$ cat config.mk
export PLATFORM = sky130hd
export DESIGN_NAME = pid_tilt_speed_controller
export DESIGN_NICKNAME = d
export VERILOG_FILES = /design/src/hdl/pts_pkg.sv /design/src/hdl/pid_tilt_speed_controller.sv /design/src/hdl/pts_cfg.sv /design/src/hdl/pts_mult.sv
export VERILOG_INCLUDE_DIRS = /design/src /design/src/hdl
export SDC_FILE = /design/constraint.sdc
export NUM_CORES = 2
export LEC_CHECK = 0
export ABC_AREA = 1
export BUFFER_PORTS_ARGS = -buffer_cell sky130_fd_sc_hd__buf_2
export CAP_MARGIN = 20
export CORE_MARGIN = 2
export CORE_UTILIZATION = 35
export CTS_CLUSTER_DIAMETER = 50
export DETAILED_ROUTE_END_ITERATION = 16
export GPL_TIMING_DRIVEN = 0
export REMOVE_ABC_BUFFERS = 1
export SYNTH_ARGS = -nofsm -noshare
export SYNTH_HDL_FRONTEND = slang
export SYNTH_SLANG_ARGS = --single-unit
$ cat constraint.sdc
create_clock -name clk -period 9.6 [get_ports clk]
set_input_delay 1.92 -clock clk [delete_from_list [all_inputs] [get_ports clk]]
set_output_delay 1.92 -clock clk [all_outputs]
set_load 0.02 [all_outputs]
$ cat src/hdl/pid_tilt_speed_controller_macros.svh
// Assertion macros shared by the tilt speed controller RTL.
`ifndef PID_TILT_SPEED_CONTROLLER_MACROS_SVH
`define PID_TILT_SPEED_CONTROLLER_MACROS_SVH

// Same-cycle implication, sampled on clk, off while rst_n is low.
`define PTS_ASSERT_SAME(lbl, ante, cons, msg) \
    lbl: assert property (@(posedge clk) disable iff (!rst_n) (ante) |-> (cons)) \
        else $error(msg);

// Next-cycle implication, sampled on clk, off while rst_n is low.
`define PTS_ASSERT_NEXT(lbl, ante, cons, msg) \
    lbl: assert property (@(posedge clk) disable iff (!rst_n) (ante) |=> (cons)) \
        else $error(msg);

`endif

$ cat src/hdl/pts_pkg.sv
// Package: constants, register codes and shared types of the tilt speed controller.
package pts_pkg;

    localparam int FRAC_BITS        = 8;
    localparam int SAMPLE_PERIOD_MS = 40;
    localparam int DIV_SHIFT        = 24;
    localparam int DIV_RECIP        = (1 << DIV_SHIFT) / SAMPLE_PERIOD_MS;

    localparam int ANGLE_W = 17;
    localparam int GAIN_W  = 16;
    localparam int ILIM_W  = 8;
    localparam int SLIM_W  = 10;
    localparam int SPEED_W = 11;
    localparam int ERR_W   = 18;
    localparam int DIFF_W  = 19;
    localparam int MAG_W   = 18;
    localparam int OPA_W   = 19;
    localparam int OPB_W   = 26;
    localparam int PROD_W  = OPA_W + OPB_W;
    localparam int SHR_W   = 27;
    localparam int ACC_W   = 32;
    localparam int CIDX_W  = 3;

    localparam int ILIM_RESET = 100;
    localparam int SLIM_RESET = 400;

    typedef enum logic [CIDX_W-1:0] {
        REG_REFERENCE_ANGLE = 3'd0,
        REG_GAIN_P          = 3'd1,
        REG_GAIN_I          = 3'd2,
        REG_GAIN_D          = 3'd3,
        REG_INTEGRAL_LIMIT  = 3'd4,
        REG_SPEED_LIMIT     = 3'd5
    } reg_idx_t;

    typedef enum logic [2:0] {
        MUL_KI_ERR,
        MUL_KP_ERR,
        MUL_KD_DERIV,
        MUL_MAG_RECIP,
        MUL_INTEG_PERIOD,
        MUL_Q_PERIOD
    } mul_sel_t;

    typedef struct packed {
        logic signed [ANGLE_W-1:0] ref_angle;
        logic signed [GAIN_W-1:0]  gain_p;
        logic signed [GAIN_W-1:0]  gain_i;
        logic signed [GAIN_W-1:0]  gain_d;
        logic [ILIM_W-1:0]         integ_limit;
        logic [SLIM_W-1:0]         speed_limit;
    } cfg_t;

    typedef struct packed {
        logic signed [ERR_W-1:0]  err;
        logic signed [DIFF_W-1:0] deriv;
        logic [MAG_W-1:0]         mag;
        logic [MAG_W-1:0]         quot;
        logic signed [ERR_W-1:0]  integ;
    } mul_ops_t;

endpackage

$ cat src/hdl/pid_tilt_speed_controller.sv
// Top level: PID tilt-to-speed controller, sequencer around one shared multiplier.
// Sequencer: 10 steps, ST_ERR through ST_OUT, from input transfer to result valid;
// ST_OUT waits for a free output. One sample is processed at a time (shared multiplier).
// A new sample may be taken while the previous result still waits for transfer.
// Reset: rst_n asynchronous, active low; clears integral, previous error,
// sequencer and output valid; registers return to their reset values.
`include "pid_tilt_speed_controller_macros.svh"

module pid_tilt_speed_controller
(
    input  logic                        clk,
    input  logic                        rst_n,
    input  logic                        s_tvalid,
    output logic                        s_tready,
    input  logic [23:0]                 s_tdata,   // [16:0] angle
    output logic                        m_tvalid,
    input  logic                        m_tready,
    output logic [15:0]                 m_tdata,   // [10:0] speed
    output logic [0:0]                  m_tuser,   // [0] saturated
    input  logic                        cfg_valid,
    output logic                        cfg_ready,
    input  logic [pts_pkg::CIDX_W-1:0]  cfg_index,
    input  logic [pts_pkg::ANGLE_W-1:0] cfg_data
);

    typedef enum logic [3:0] {
        ST_IDLE,
        ST_ERR,
        ST_MI,
        ST_MP,
        ST_MQ,
        ST_MINT,
        ST_MQD,
        ST_FIX,
        ST_MD,
        ST_SUM,
        ST_OUT
    } state_t;

    pts_pkg::cfg_t     cfg;
    pts_pkg::mul_sel_t mul_sel;
    pts_pkg::mul_ops_t mul_ops;

    logic signed [pts_pkg::PROD_W-1:0]  prod;

    state_t state_reg;
    logic   m_tvalid_reg;
    logic signed [pts_pkg::ERR_W-1:0]   integ_reg;
    logic signed [pts_pkg::ERR_W-1:0]   prev_reg;
    logic [pts_pkg::SPEED_W-1:0]        speed_reg;
    logic                               sat_reg;

    logic signed [pts_pkg::ANGLE_W-1:0] angle_reg;
    logic signed [pts_pkg::ERR_W-1:0]   err_reg;
    logic signed [pts_pkg::DIFF_W-1:0]  diff_reg;
    logic [pts_pkg::MAG_W-1:0]          quot_reg;
    logic signed [pts_pkg::DIFF_W-1:0]  deriv_reg;
    logic signed [pts_pkg::ACC_W-1:0]   acc_reg;

    logic signed [pts_pkg::ERR_W-1:0]   err_now;
    logic signed [pts_pkg::DIFF_W-1:0]  diff_now;
    logic signed [pts_pkg::DIFF_W-1:0]  diff_abs;
    logic [pts_pkg::MAG_W-1:0]          mag;
    logic signed [pts_pkg::PROD_W-1:0]  prod_sh;
    logic signed [pts_pkg::SHR_W-1:0]   prod_shr;
    logic signed [pts_pkg::SHR_W:0]     integ_sum;
    logic signed [pts_pkg::SHR_W:0]     ilim_pos;
    logic signed [pts_pkg::SHR_W:0]     ilim_neg;
    logic signed [pts_pkg::ERR_W-1:0]   integ_next;
    logic [pts_pkg::MAG_W+1:0]          rem;
    logic [pts_pkg::MAG_W-1:0]          quot_fix;
    logic signed [pts_pkg::DIFF_W-1:0]  deriv_next;
    logic signed [pts_pkg::ACC_W-1:0]   acc_abs;
    logic [pts_pkg::ACC_W-1:0]          acc_rnd;
    logic [pts_pkg::ACC_W-pts_pkg::FRAC_BITS-1:0] rnd_mag;
    logic                               sat_next;
    logic [pts_pkg::SLIM_W-1:0]         out_mag;
    logic [pts_pkg::SPEED_W-1:0]        speed_next;
    logic [pts_pkg::SPEED_W-1:0]        speed_abs;
    logic                               out_free;

    pts_cfg u_cfg
    (
        .clk       (clk),
        .rst_n     (rst_n),
        .cfg_valid (cfg_valid),
        .cfg_ready (cfg_ready),
        .cfg_index (cfg_index),
        .cfg_data  (cfg_data),
        .cfg       (cfg)
    );

    pts_mult u_mult
    (
        .clk  (clk),
        .sel  (mul_sel),
        .ops  (mul_ops),
        .cfg  (cfg),
        .prod (prod)
    );

    assign s_tready = (state_reg == ST_IDLE);
    assign m_tvalid = m_tvalid_reg;
    assign m_tdata  = {5'b0, speed_reg};
    assign m_tuser  = sat_reg;
    assign out_free = !m_tvalid_reg || m_tready;

    assign err_now  = pts_pkg::ERR_W'(cfg.ref_angle) - pts_pkg::ERR_W'(angle_reg);
    assign diff_now = pts_pkg::DIFF_W'(err_now) - pts_pkg::DIFF_W'(prev_reg);
    assign diff_abs = diff_reg[pts_pkg::DIFF_W-1] ? -diff_reg : diff_reg;
    assign mag      = diff_abs[pts_pkg::MAG_W-1:0];

    assign mul_ops.err   = err_reg;
    assign mul_ops.deriv = deriv_reg;
    assign mul_ops.mag   = mag;
    assign mul_ops.quot  = quot_reg;
    assign mul_ops.integ = integ_reg;

    always_comb
    begin
        case (state_reg)
            ST_MI:   mul_sel = pts_pkg::MUL_KI_ERR;
            ST_MP:   mul_sel = pts_pkg::MUL_KP_ERR;
            ST_MQ:   mul_sel = pts_pkg::MUL_MAG_RECIP;
            ST_MINT: mul_sel = pts_pkg::MUL_INTEG_PERIOD;
            ST_MQD:  mul_sel = pts_pkg::MUL_Q_PERIOD;
            ST_MD:   mul_sel = pts_pkg::MUL_KD_DERIV;
            default: mul_sel = pts_pkg::MUL_KI_ERR;
        endcase
    end

    // gain products floored by the fraction shift
    assign prod_sh  = prod >>> pts_pkg::FRAC_BITS;
    assign prod_shr = prod_sh[pts_pkg::SHR_W-1:0];

    // integral update with clamp to +/- limit
    assign integ_sum = (pts_pkg::SHR_W+1)'(integ_reg) + (pts_pkg::SHR_W+1)'(prod_shr);
    assign ilim_pos  = $signed((pts_pkg::SHR_W+1)'({cfg.integ_limit,
                                                    {pts_pkg::FRAC_BITS{1'b0}}}));
    assign ilim_neg  = -ilim_pos;

    always_comb
    begin
        if (integ_sum > ilim_pos)
            integ_next = ilim_pos[pts_pkg::ERR_W-1:0];
        else if (integ_sum < ilim_neg)
            integ_next = ilim_neg[pts_pkg::ERR_W-1:0];
        else
            integ_next = integ_sum[pts_pkg::ERR_W-1:0];
    end

    // reciprocal quotient may fall one short: one compare and correct
    assign rem        = (pts_pkg::MAG_W+2)'(mag) - prod[pts_pkg::MAG_W+1:0];
    assign quot_fix   = (rem >= (pts_pkg::MAG_W+2)'(pts_pkg::SAMPLE_PERIOD_MS))
                        ? quot_reg + 1'b1 : quot_reg;
    assign deriv_next = diff_reg[pts_pkg::DIFF_W-1] ? -$signed({1'b0, quot_fix})
                                                    : $signed({1'b0, quot_fix});

    // round half away from zero, then saturate
    assign acc_abs    = acc_reg[pts_pkg::ACC_W-1] ? -acc_reg : acc_reg;
    assign acc_rnd    = acc_abs + pts_pkg::ACC_W'(1 << (pts_pkg::FRAC_BITS - 1));
    assign rnd_mag    = acc_rnd[pts_pkg::ACC_W-1:pts_pkg::FRAC_BITS];
    assign sat_next   = rnd_mag > (pts_pkg::ACC_W-pts_pkg::FRAC_BITS)'(cfg.speed_limit);
    assign out_mag    = sat_next ? cfg.speed_limit : rnd_mag[pts_pkg::SLIM_W-1:0];
    assign speed_next = acc_reg[pts_pkg::ACC_W-1] ? -{1'b0, out_mag} : {1'b0, out_mag};

    always_ff @(posedge clk or negedge rst_n)
    begin
        if (!rst_n)
        begin
            state_reg    <= ST_IDLE;
            m_tvalid_reg <= 1'b0;
            integ_reg    <= '0;
            prev_reg     <= '0;
            speed_reg    <= '0;
            sat_reg      <= 1'b0;
        end
        else
        begin
            if (m_tvalid_reg && m_tready && (state_reg != ST_OUT))
                m_tvalid_reg <= 1'b0;
            case (state_reg)
                ST_IDLE:
                    if (s_tvalid)
                        state_reg <= ST_ERR;
                ST_ERR:
                begin
                    prev_reg  <= err_now;
                    state_reg <= ST_MI;
                end
                ST_MI:   state_reg <= ST_MP;
                ST_MP:
                begin
                    integ_reg <= integ_next;
                    state_reg <= ST_MQ;
                end
                ST_MQ:   state_reg <= ST_MINT;
                ST_MINT: state_reg <= ST_MQD;
                ST_MQD:  state_reg <= ST_FIX;
                ST_FIX:  state_reg <= ST_MD;
                ST_MD:   state_reg <= ST_SUM;
                ST_SUM:  state_reg <= ST_OUT;
                ST_OUT:
                    if (out_free)
                    begin
                        speed_reg    <= speed_next;
                        sat_reg      <= sat_next;
                        m_tvalid_reg <= 1'b1;
                        state_reg    <= ST_IDLE;
                    end
                default: state_reg <= ST_IDLE;
            endcase
        end
    end

    always_ff @(posedge clk)
    begin
        if (s_tvalid && s_tready)
            angle_reg <= $signed(s_tdata[pts_pkg::ANGLE_W-1:0]);
        if (state_reg == ST_ERR)
        begin
            err_reg  <= err_now;
            diff_reg <= diff_now;
        end
        if (state_reg == ST_MQ)
            acc_reg <= pts_pkg::ACC_W'(prod_shr);
        if (state_reg == ST_MINT)
            quot_reg <= prod[pts_pkg::DIV_SHIFT +: pts_pkg::MAG_W];
        if (state_reg == ST_MQD)
            acc_reg <= acc_reg + $signed(prod[pts_pkg::ACC_W-1:0]);
        if (state_reg == ST_FIX)
            deriv_reg <= deriv_next;
        if (state_reg == ST_SUM)
            acc_reg <= acc_reg + pts_pkg::ACC_W'(prod_shr);
    end

    assign speed_abs = speed_reg[pts_pkg::SPEED_W-1] ? -speed_reg : speed_reg;

    `PTS_ASSERT_NEXT(a_busy_after_accept, s_tvalid && s_tready, !s_tready, "input taken while busy")
    `PTS_ASSERT_SAME(a_sat_at_limit, m_tvalid && m_tuser[0], speed_abs == {1'b0, cfg.speed_limit}, "saturated result not at limit")
    `PTS_ASSERT_SAME(a_result_from_seq, $rose(m_tvalid), $past(state_reg) == ST_OUT, "result raised outside output step")

endmodule

$ cat src/hdl/pts_cfg.sv
// Configuration register file of the tilt speed controller.
module pts_cfg
(
    input  logic                        clk,
    input  logic                        rst_n,
    input  logic                        cfg_valid,
    output logic                        cfg_ready,
    input  logic [pts_pkg::CIDX_W-1:0]  cfg_index,
    input  logic [pts_pkg::ANGLE_W-1:0] cfg_data,
    output pts_pkg::cfg_t               cfg
);

    pts_pkg::cfg_t cfg_reg;

    assign cfg_ready = 1'b1;
    assign cfg       = cfg_reg;

    always_ff @(posedge clk or negedge rst_n)
    begin
        if (!rst_n)
        begin
            cfg_reg.ref_angle   <= '0;
            cfg_reg.gain_p      <= '0;
            cfg_reg.gain_i      <= '0;
            cfg_reg.gain_d      <= '0;
            cfg_reg.integ_limit <= pts_pkg::ILIM_W'(pts_pkg::ILIM_RESET);
            cfg_reg.speed_limit <= pts_pkg::SLIM_W'(pts_pkg::SLIM_RESET);
        end
        else if (cfg_valid && cfg_ready)
        begin
            case (cfg_index)
                pts_pkg::REG_REFERENCE_ANGLE:
                    cfg_reg.ref_angle <= $signed(cfg_data);
                pts_pkg::REG_GAIN_P:
                    cfg_reg.gain_p <= $signed(cfg_data[pts_pkg::GAIN_W-1:0]);
                pts_pkg::REG_GAIN_I:
                    cfg_reg.gain_i <= $signed(cfg_data[pts_pkg::GAIN_W-1:0]);
                pts_pkg::REG_GAIN_D:
                    cfg_reg.gain_d <= $signed(cfg_data[pts_pkg::GAIN_W-1:0]);
                pts_pkg::REG_INTEGRAL_LIMIT:
                    cfg_reg.integ_limit <= cfg_data[pts_pkg::ILIM_W-1:0];
                pts_pkg::REG_SPEED_LIMIT:
                    cfg_reg.speed_limit <= cfg_data[pts_pkg::SLIM_W-1:0];
                default:
                    ;
            endcase
        end
    end

endmodule

$ cat src/hdl/pts_mult.sv
// Shared signed multiplier with operand select and registered product.
module pts_mult
(
    input  logic                               clk,
    input  pts_pkg::mul_sel_t                  sel,
    input  pts_pkg::mul_ops_t                  ops,
    input  pts_pkg::cfg_t                      cfg,
    output logic signed [pts_pkg::PROD_W-1:0]  prod
);

    logic signed [pts_pkg::OPA_W-1:0]  op_a;
    logic signed [pts_pkg::OPB_W-1:0]  op_b;
    logic signed [pts_pkg::PROD_W-1:0] prod_next;
    logic signed [pts_pkg::PROD_W-1:0] prod_reg;

    always_comb
    begin
        case (sel)
            pts_pkg::MUL_KI_ERR:
            begin
                op_a = pts_pkg::OPA_W'(ops.err);
                op_b = pts_pkg::OPB_W'(cfg.gain_i);
            end
            pts_pkg::MUL_KP_ERR:
            begin
                op_a = pts_pkg::OPA_W'(ops.err);
                op_b = pts_pkg::OPB_W'(cfg.gain_p);
            end
            pts_pkg::MUL_KD_DERIV:
            begin
                op_a = ops.deriv;
                op_b = pts_pkg::OPB_W'(cfg.gain_d);
            end
            pts_pkg::MUL_MAG_RECIP:
            begin
                op_a = $signed({1'b0, ops.mag});
                op_b = pts_pkg::OPB_W'(pts_pkg::DIV_RECIP);
            end
            pts_pkg::MUL_INTEG_PERIOD:
            begin
                op_a = pts_pkg::OPA_W'(ops.integ);
                op_b = pts_pkg::OPB_W'(pts_pkg::SAMPLE_PERIOD_MS);
            end
            pts_pkg::MUL_Q_PERIOD:
            begin
                op_a = $signed({1'b0, ops.quot});
                op_b = pts_pkg::OPB_W'(pts_pkg::SAMPLE_PERIOD_MS);
            end
            default:
            begin
                op_a = '0;
                op_b = '0;
            end
        endcase
    end

    assign prod_next = op_a * op_b;
    assign prod      = prod_reg;

    always_ff @(posedge clk)
    begin
        prod_reg <= prod_next;
    end

endmodule

Word level (Yosys, flattened, before mapping)
Cells that the tools add are included.
Operators by class
  reductions and logical operators: 19
  equal/unequal tests: 23
  multipliers: 1
  $add $sub $neg: 13
  magnitude comparators: 4
  muxes and demuxes: 20
Operators with widths (count)
  $pmux 26 s5: 1
  $mux 32: 4
  $pmux 19 s5: 1
  $mux 18: 5
  $pmux 4 s11: 1
  $mul 19x26->42: 1
  $add 32x27->32: 1
  $add 32x32->32: 1
  $add 32x9->32 const B: 1
  $neg 32->32: 1
  $add 18x27->28: 1
  $gt 28x17->1: 1
  $lt 28x28->1: 1
  $neg 16->28: 1
  $gt 24x10->1: 1
  $ge 20x6->1 const B: 1
  $sub 18x20->20: 1
  $neg 18->19: 1
  $sub 18x18->19: 1
  $add 18x1->18 const B: 1
  $neg 18->18: 1
  $sub 17x17->18: 1
  $eq 4x3->1 const B: 4
  $reduce_and 2->1: 8
  other kinds (21): 39
Word-level totals
  output and inout bits: 20
  word-level logic and storage cells: 100
  register bits: 301
  bits of input ports: 49

Depth between registers and ports, before layout
  depth after elaboration: 7
  gate-level depth with buffers: 48
  mapped depth without buffers: 47

Hierarchy
A second synthesis with hierarchy kept.
Unflattened totals
  cell total of the unflattened synthesis: 5163
  area total of the unflattened synthesis: 39075.0 µm²
Modules (own cells, without submodules)
  pid_tilt_speed_controller: sequential area each 5019.8 µm², cells each 2629, area an instance 18443.9 µm², instances 1
  pts_mult: sequential area each 900.9 µm², cells each 2164, area an instance 17284.1 µm², instances 1
  pts_cfg: sequential area each 2084.5 µm², cells each 370, area an instance 3347.0 µm², instances 1

Worst setup path after synthesis
No wires, ideal clock.
  path type: flip-flop to flip-flop
  start: register state_reg[1]
  end: register u_mult.prod_reg (netlist bit u_mult.prod[41])
  stages on the path, launching flop included: 35
  path slack: 1302 ps
  data required time: 9479 ps
  buffers on the path: 1
  data arrival time: 8177 ps
  cell sequence: dfrtp_1 -> nor2_1 -> inv_1 -> nor2_1 -> nor2_1 -> nor2_1 -> clkinv_1 -> clkbuf_1 -> nand2_1 -> o2111ai_1 -> nand2_1 -> inv_1 -> fa_1 -> fa_1 -> inv_1 -> fa_1 -> inv_1 -> fa_1 -> inv_1 -> fa_1 -> inv_1 -> fa_1 -> ha_1 -> ha_1 -> a21oi_1 -> o21ai_0 -> a221oi_1 -> o21ai_0 -> nand3_1 -> nand2_1 -> nand2_1 -> inv_1 -> o21ai_0 -> nand2_1 -> xor2_1
On the way
  word-level cells in the longest chain between the ends: 6
  elaborated cells on any way between the ends: 17
  classes of those cells: mul (1); eq/ne (10); mux (3); reduce/logical (3)
RTL lines
  start, declared: line pid_tilt_speed_controller.sv:46  | state_t state_reg;
  start signal, assigned: line pid_tilt_speed_controller.sv:171  | state_reg <= ST_IDLE;
  start signal, assigned: line pid_tilt_speed_controller.sv:185  | state_reg <= ST_ERR;
  start signal, assigned: line pid_tilt_speed_controller.sv:189  | state_reg <= ST_MI;
  $eq 4x4->1 (tied with other cells): line pid_tilt_speed_controller.sv:121  | case (state_reg)
  $pmux 3 s5 *: line pid_tilt_speed_controller.sv:121
  $eq 3x1->1 (tied with other cells): line pts_mult.sv:18  | case (sel)
  $reduce_or 2->1 (no source line)
  $pmux 19 s5 / $pmux 26 s5 (equally long branches): line pts_mult.sv:18
  $mul 19x26->42 *: line pts_mult.sv:57  | assign prod_next = op_a * op_b;
  named net u_mult.prod_next (one bit): line pts_mult.sv:13  | logic signed [pts_pkg::PROD_W-1:0] prod_next;
  end signal, assigned: line pts_mult.sv:62  | prod_reg <= prod_next;
  end, declared: line pts_mult.sv:14  | logic signed [pts_pkg::PROD_W-1:0] prod_reg;
The timed path passes the listed nets; every way through them passes the cells marked *.
A chain may end at the register's enable or synchronous reset.

Worst setup path after layout
  start: register state_reg[0]
  end: register u_mult.prod_reg (netlist bit u_mult.prod[36])
Same word-level chain as after synthesis.

==> impl_metrics.yaml <==
placed_design:
  place.gp.congestion: 0.940
  dp.cells: 5988
  dp_hpwl_mm: 90.9
  portBuffers: 55
  placed_cell_area_um2: 38400
critical_path:
  critPathCaptureType: "flop"
  worst_setup_path_start_kind: "flop"
  cpPeakStageDelay_ps: 600
  crit_fanout: 16
  critPathKind: "reg -> reg"
  arrival_ps: 9700
  slowest_stage: "a21oi_1"
  cp.required_ps: 10080
  crit_top_cell: "nand2_1"
die:
  dieWidth_um: 327
  io_pins: 69
  start_util: 0.352
  rows: 118
  core_um2: 103000
  die_h_um: 327
  dieArea_um2: 107000
grt:
  grt_pass1_wl_mm: 175
  grt_pass1_vias: 30300
  grt_use_total: 0.212
  grt_overflow: 0
  grt_max_degree: 83
  antenna_found_initial: 5
clock_network:
  cts_buffers: 45
  tritoncts: "done"
  cts_sinks: 301
  clk_pin_slew_ps: 60
  htree_levels: 2
  cts_root_buffer: "clkbuf_16"
  holdBufCountCts: 0
  clock_path_buffers: 3
  clk_latency_ps: 640
sta:
  layout_min_cycle_time_ps: 9220
  fmax_mhz: 108
  setup_violations: 0
  tns_ps: 0
  fin_crit_sh: 0.961
  hold_viol: 0
  slew_violations: 0
  fin_skew_ps: 47.7
  slew_headroom: 0.286
  tightest_slew_ps: 1070
logic_synthesis:
  yosysWarnings: 0
  synth_top_area_cell: "fa_1"
  ys.flop_type: "dfrtp_1"
  ys_seq_area_frac: 0.218
  postSynthCellCount: 4640
  synthDistinctLibCells: 64
  synth-async-reset-ratio: 0.452
  avgSynthCellArea_um2: 7.86
  ys_ff_latch: 301
  synthTopCellsByArea: "fa_1, ha_1, nand2_1"
  synth_top_area_share: 0.222
  synth_edf_count: 123
  synth.cell_area_um2: 36500
final_layout:
  layout_commonest_cell: "nand2_1"
  instances_no_fill: 6109
  final_cell_mix: "nand2_1, inv_1, fa_1"
  drive_gt1_frac: 0.0698
  fin_area_um2: 40500
  fillers: 10600
  finalNetCount: 5452
  final_util: 0.392
  largest_register_ffs: 83
  syn_to_final_growth_pct: 11.2
routing:
  ant_nets: 0
  drt_iter0_markers: 2243
  viasPerCell: 5.01
  first_pass_iters: 5
  routedWlPerCell_um: 18.5
  vias: 30600
  wl_mm: 113
  drc: 0
run:
  cap_violations: 0
min_path:
  hp-class: "reg -> reg"
outcome:
  status: "completed"
==> worst paths after layout <==
check	start	end	slack (ps)	cells after the start
hold reg to reg	u_mult.prod[38]	quot_reg[14]	410	0
setup / recovery	state_reg[0]	u_mult.prod[36]	380	36
max in group asynchronous	rst_n	u_cfg.cfg[7]	7390	2
setup reg to reg	state_reg[0]	u_mult.prod[36]	380	36
hold / removal	u_mult.prod[38]	quot_reg[14]	410	0
min in group asynchronous	rst_n	prev_reg[16]	1330	1
==> timing repair <==
action                                  CTS  global route
endpoints found under the hold margin     0             0
cloned                                    3             0
pin swaps                                 5             3
buffers inserted                         19            10
gates resized for setup                  41            35
endpoints found under the setup margin   19            14
==> Yosys cell counts (4+ instances only) <==
| cell | instances |
|---|---|
| nand2_1 | 1025 |
| inv_1 | 874 |
| nor2_1 | 408 |
| fa_1 | 404 |
| ha_1 | 308 |
| o21ai_0 | 259 |
| a21oi_1 | 234 |
| nand3_1 | 180 |
| xor2_1 | 141 |
| dfrtp_1 | 130 |
| edfxtp_1 | 123 |
| clkbuf_1 | 85 |
| xnor2_1 | 53 |
| dfxtp_1 | 42 |
| nor3_1 | 40 |
| nand4_1 | 30 |
| a31oi_1 | 24 |
| o22ai_1 | 23 |
| a221oi_1 | 19 |
| nand2_2 | 16 |
| o21a_1 | 15 |
| o21bai_1 | 15 |
| o21ai_1 | 13 |
| a21o_1 | 12 |
| nor2_2 | 10 |
| buf_4 | 9 |
| nand3b_1 | 9 |
| or2_2 | 9 |
| a21boi_0 | 8 |
| a22o_1 | 8 |
| nor4_1 | 8 |
| a221o_1 | 7 |
| buf_1 | 7 |
| clkinv_1 | 7 |
| nor2_4 | 7 |
| o31ai_1 | 7 |
| buf_2 | 6 |
| dfstp_2 | 6 |
| o21ai_2 | 6 |
| o211ai_1 | 5 |
| and2_1 | 4 |
| inv_2 | 4 |
| o2111ai_1 | 4 |
==> metrics by stage <==
stage / hold WS (ps) / worst slack, ps
CTS: 406 / 5.81
floorplan: 386 / -518
global placement: 393 / -5950
global route: 413 / -95.3
detailed placement: 402 / -2150
finish: 410 / 378
==> metal layers <==
metal | track usage | wire length (um) | vias to the layer above
met4 | 0.0673 | 3900 | 0
met3 | 0.0323 | 7470 | 162
li1 | - | - | 14800
met1 | 0.277 | 48000 | 14800
met5 | 0 | 0 | -
met2 | 0.361 | 53400 | 862
==> critical path, delay by kind of cell, from the launching register on <==
| kind | cells | cell delay (ps) |
|---|---|---|
| simple gates | 14 | 1590 |
| buf+inv | 8 | 1300 |
| compound gates | 5 | 1510 |
| fa+ha+maj | 8 | 4030 |
| flops | 1 | 480 |
| xor+xnor | 1 | 140 |
==> area by class of cell <==
type | count | area [um^2] | share of cell area
Antenna cell | 1 | 2.50 | 0.0000617
Clock buffer | 55 | 1210 | 0.0299
Clock inverter | 29 | 280 | 0.00691
Inverter | 885 | 3370 | 0.0832
Multi-Input combinational cell | 3353 | 25100 | 0.620
Sequential cell | 301 | 7950 | 0.196
Tap cell | 1380 | 1730 | 0.0426
Timing Repair Buffer | 105 | 877 | 0.0216
==> logic make-up (layout without fill, tap and decap cells) <==
logic type               after synthesis  in the layout  synth area share
AND/OR/NAND/NOR                     1757           1760             0.198
buffers and inverters                993           1074             0.104
adder cells (fa/ha/maj)              712            712             0.327
AO/OA/AOI/OAI                        680            680             0.106
flip-flops                           301            301             0.218
XOR/XNOR                             194            194            0.0466
other                                  2              7          0.000206
multiplexers                           1              1          0.000309
Power is not shown: default switching activity piles up to over one toggle a cycle in this logic, so the estimate is an artifact.
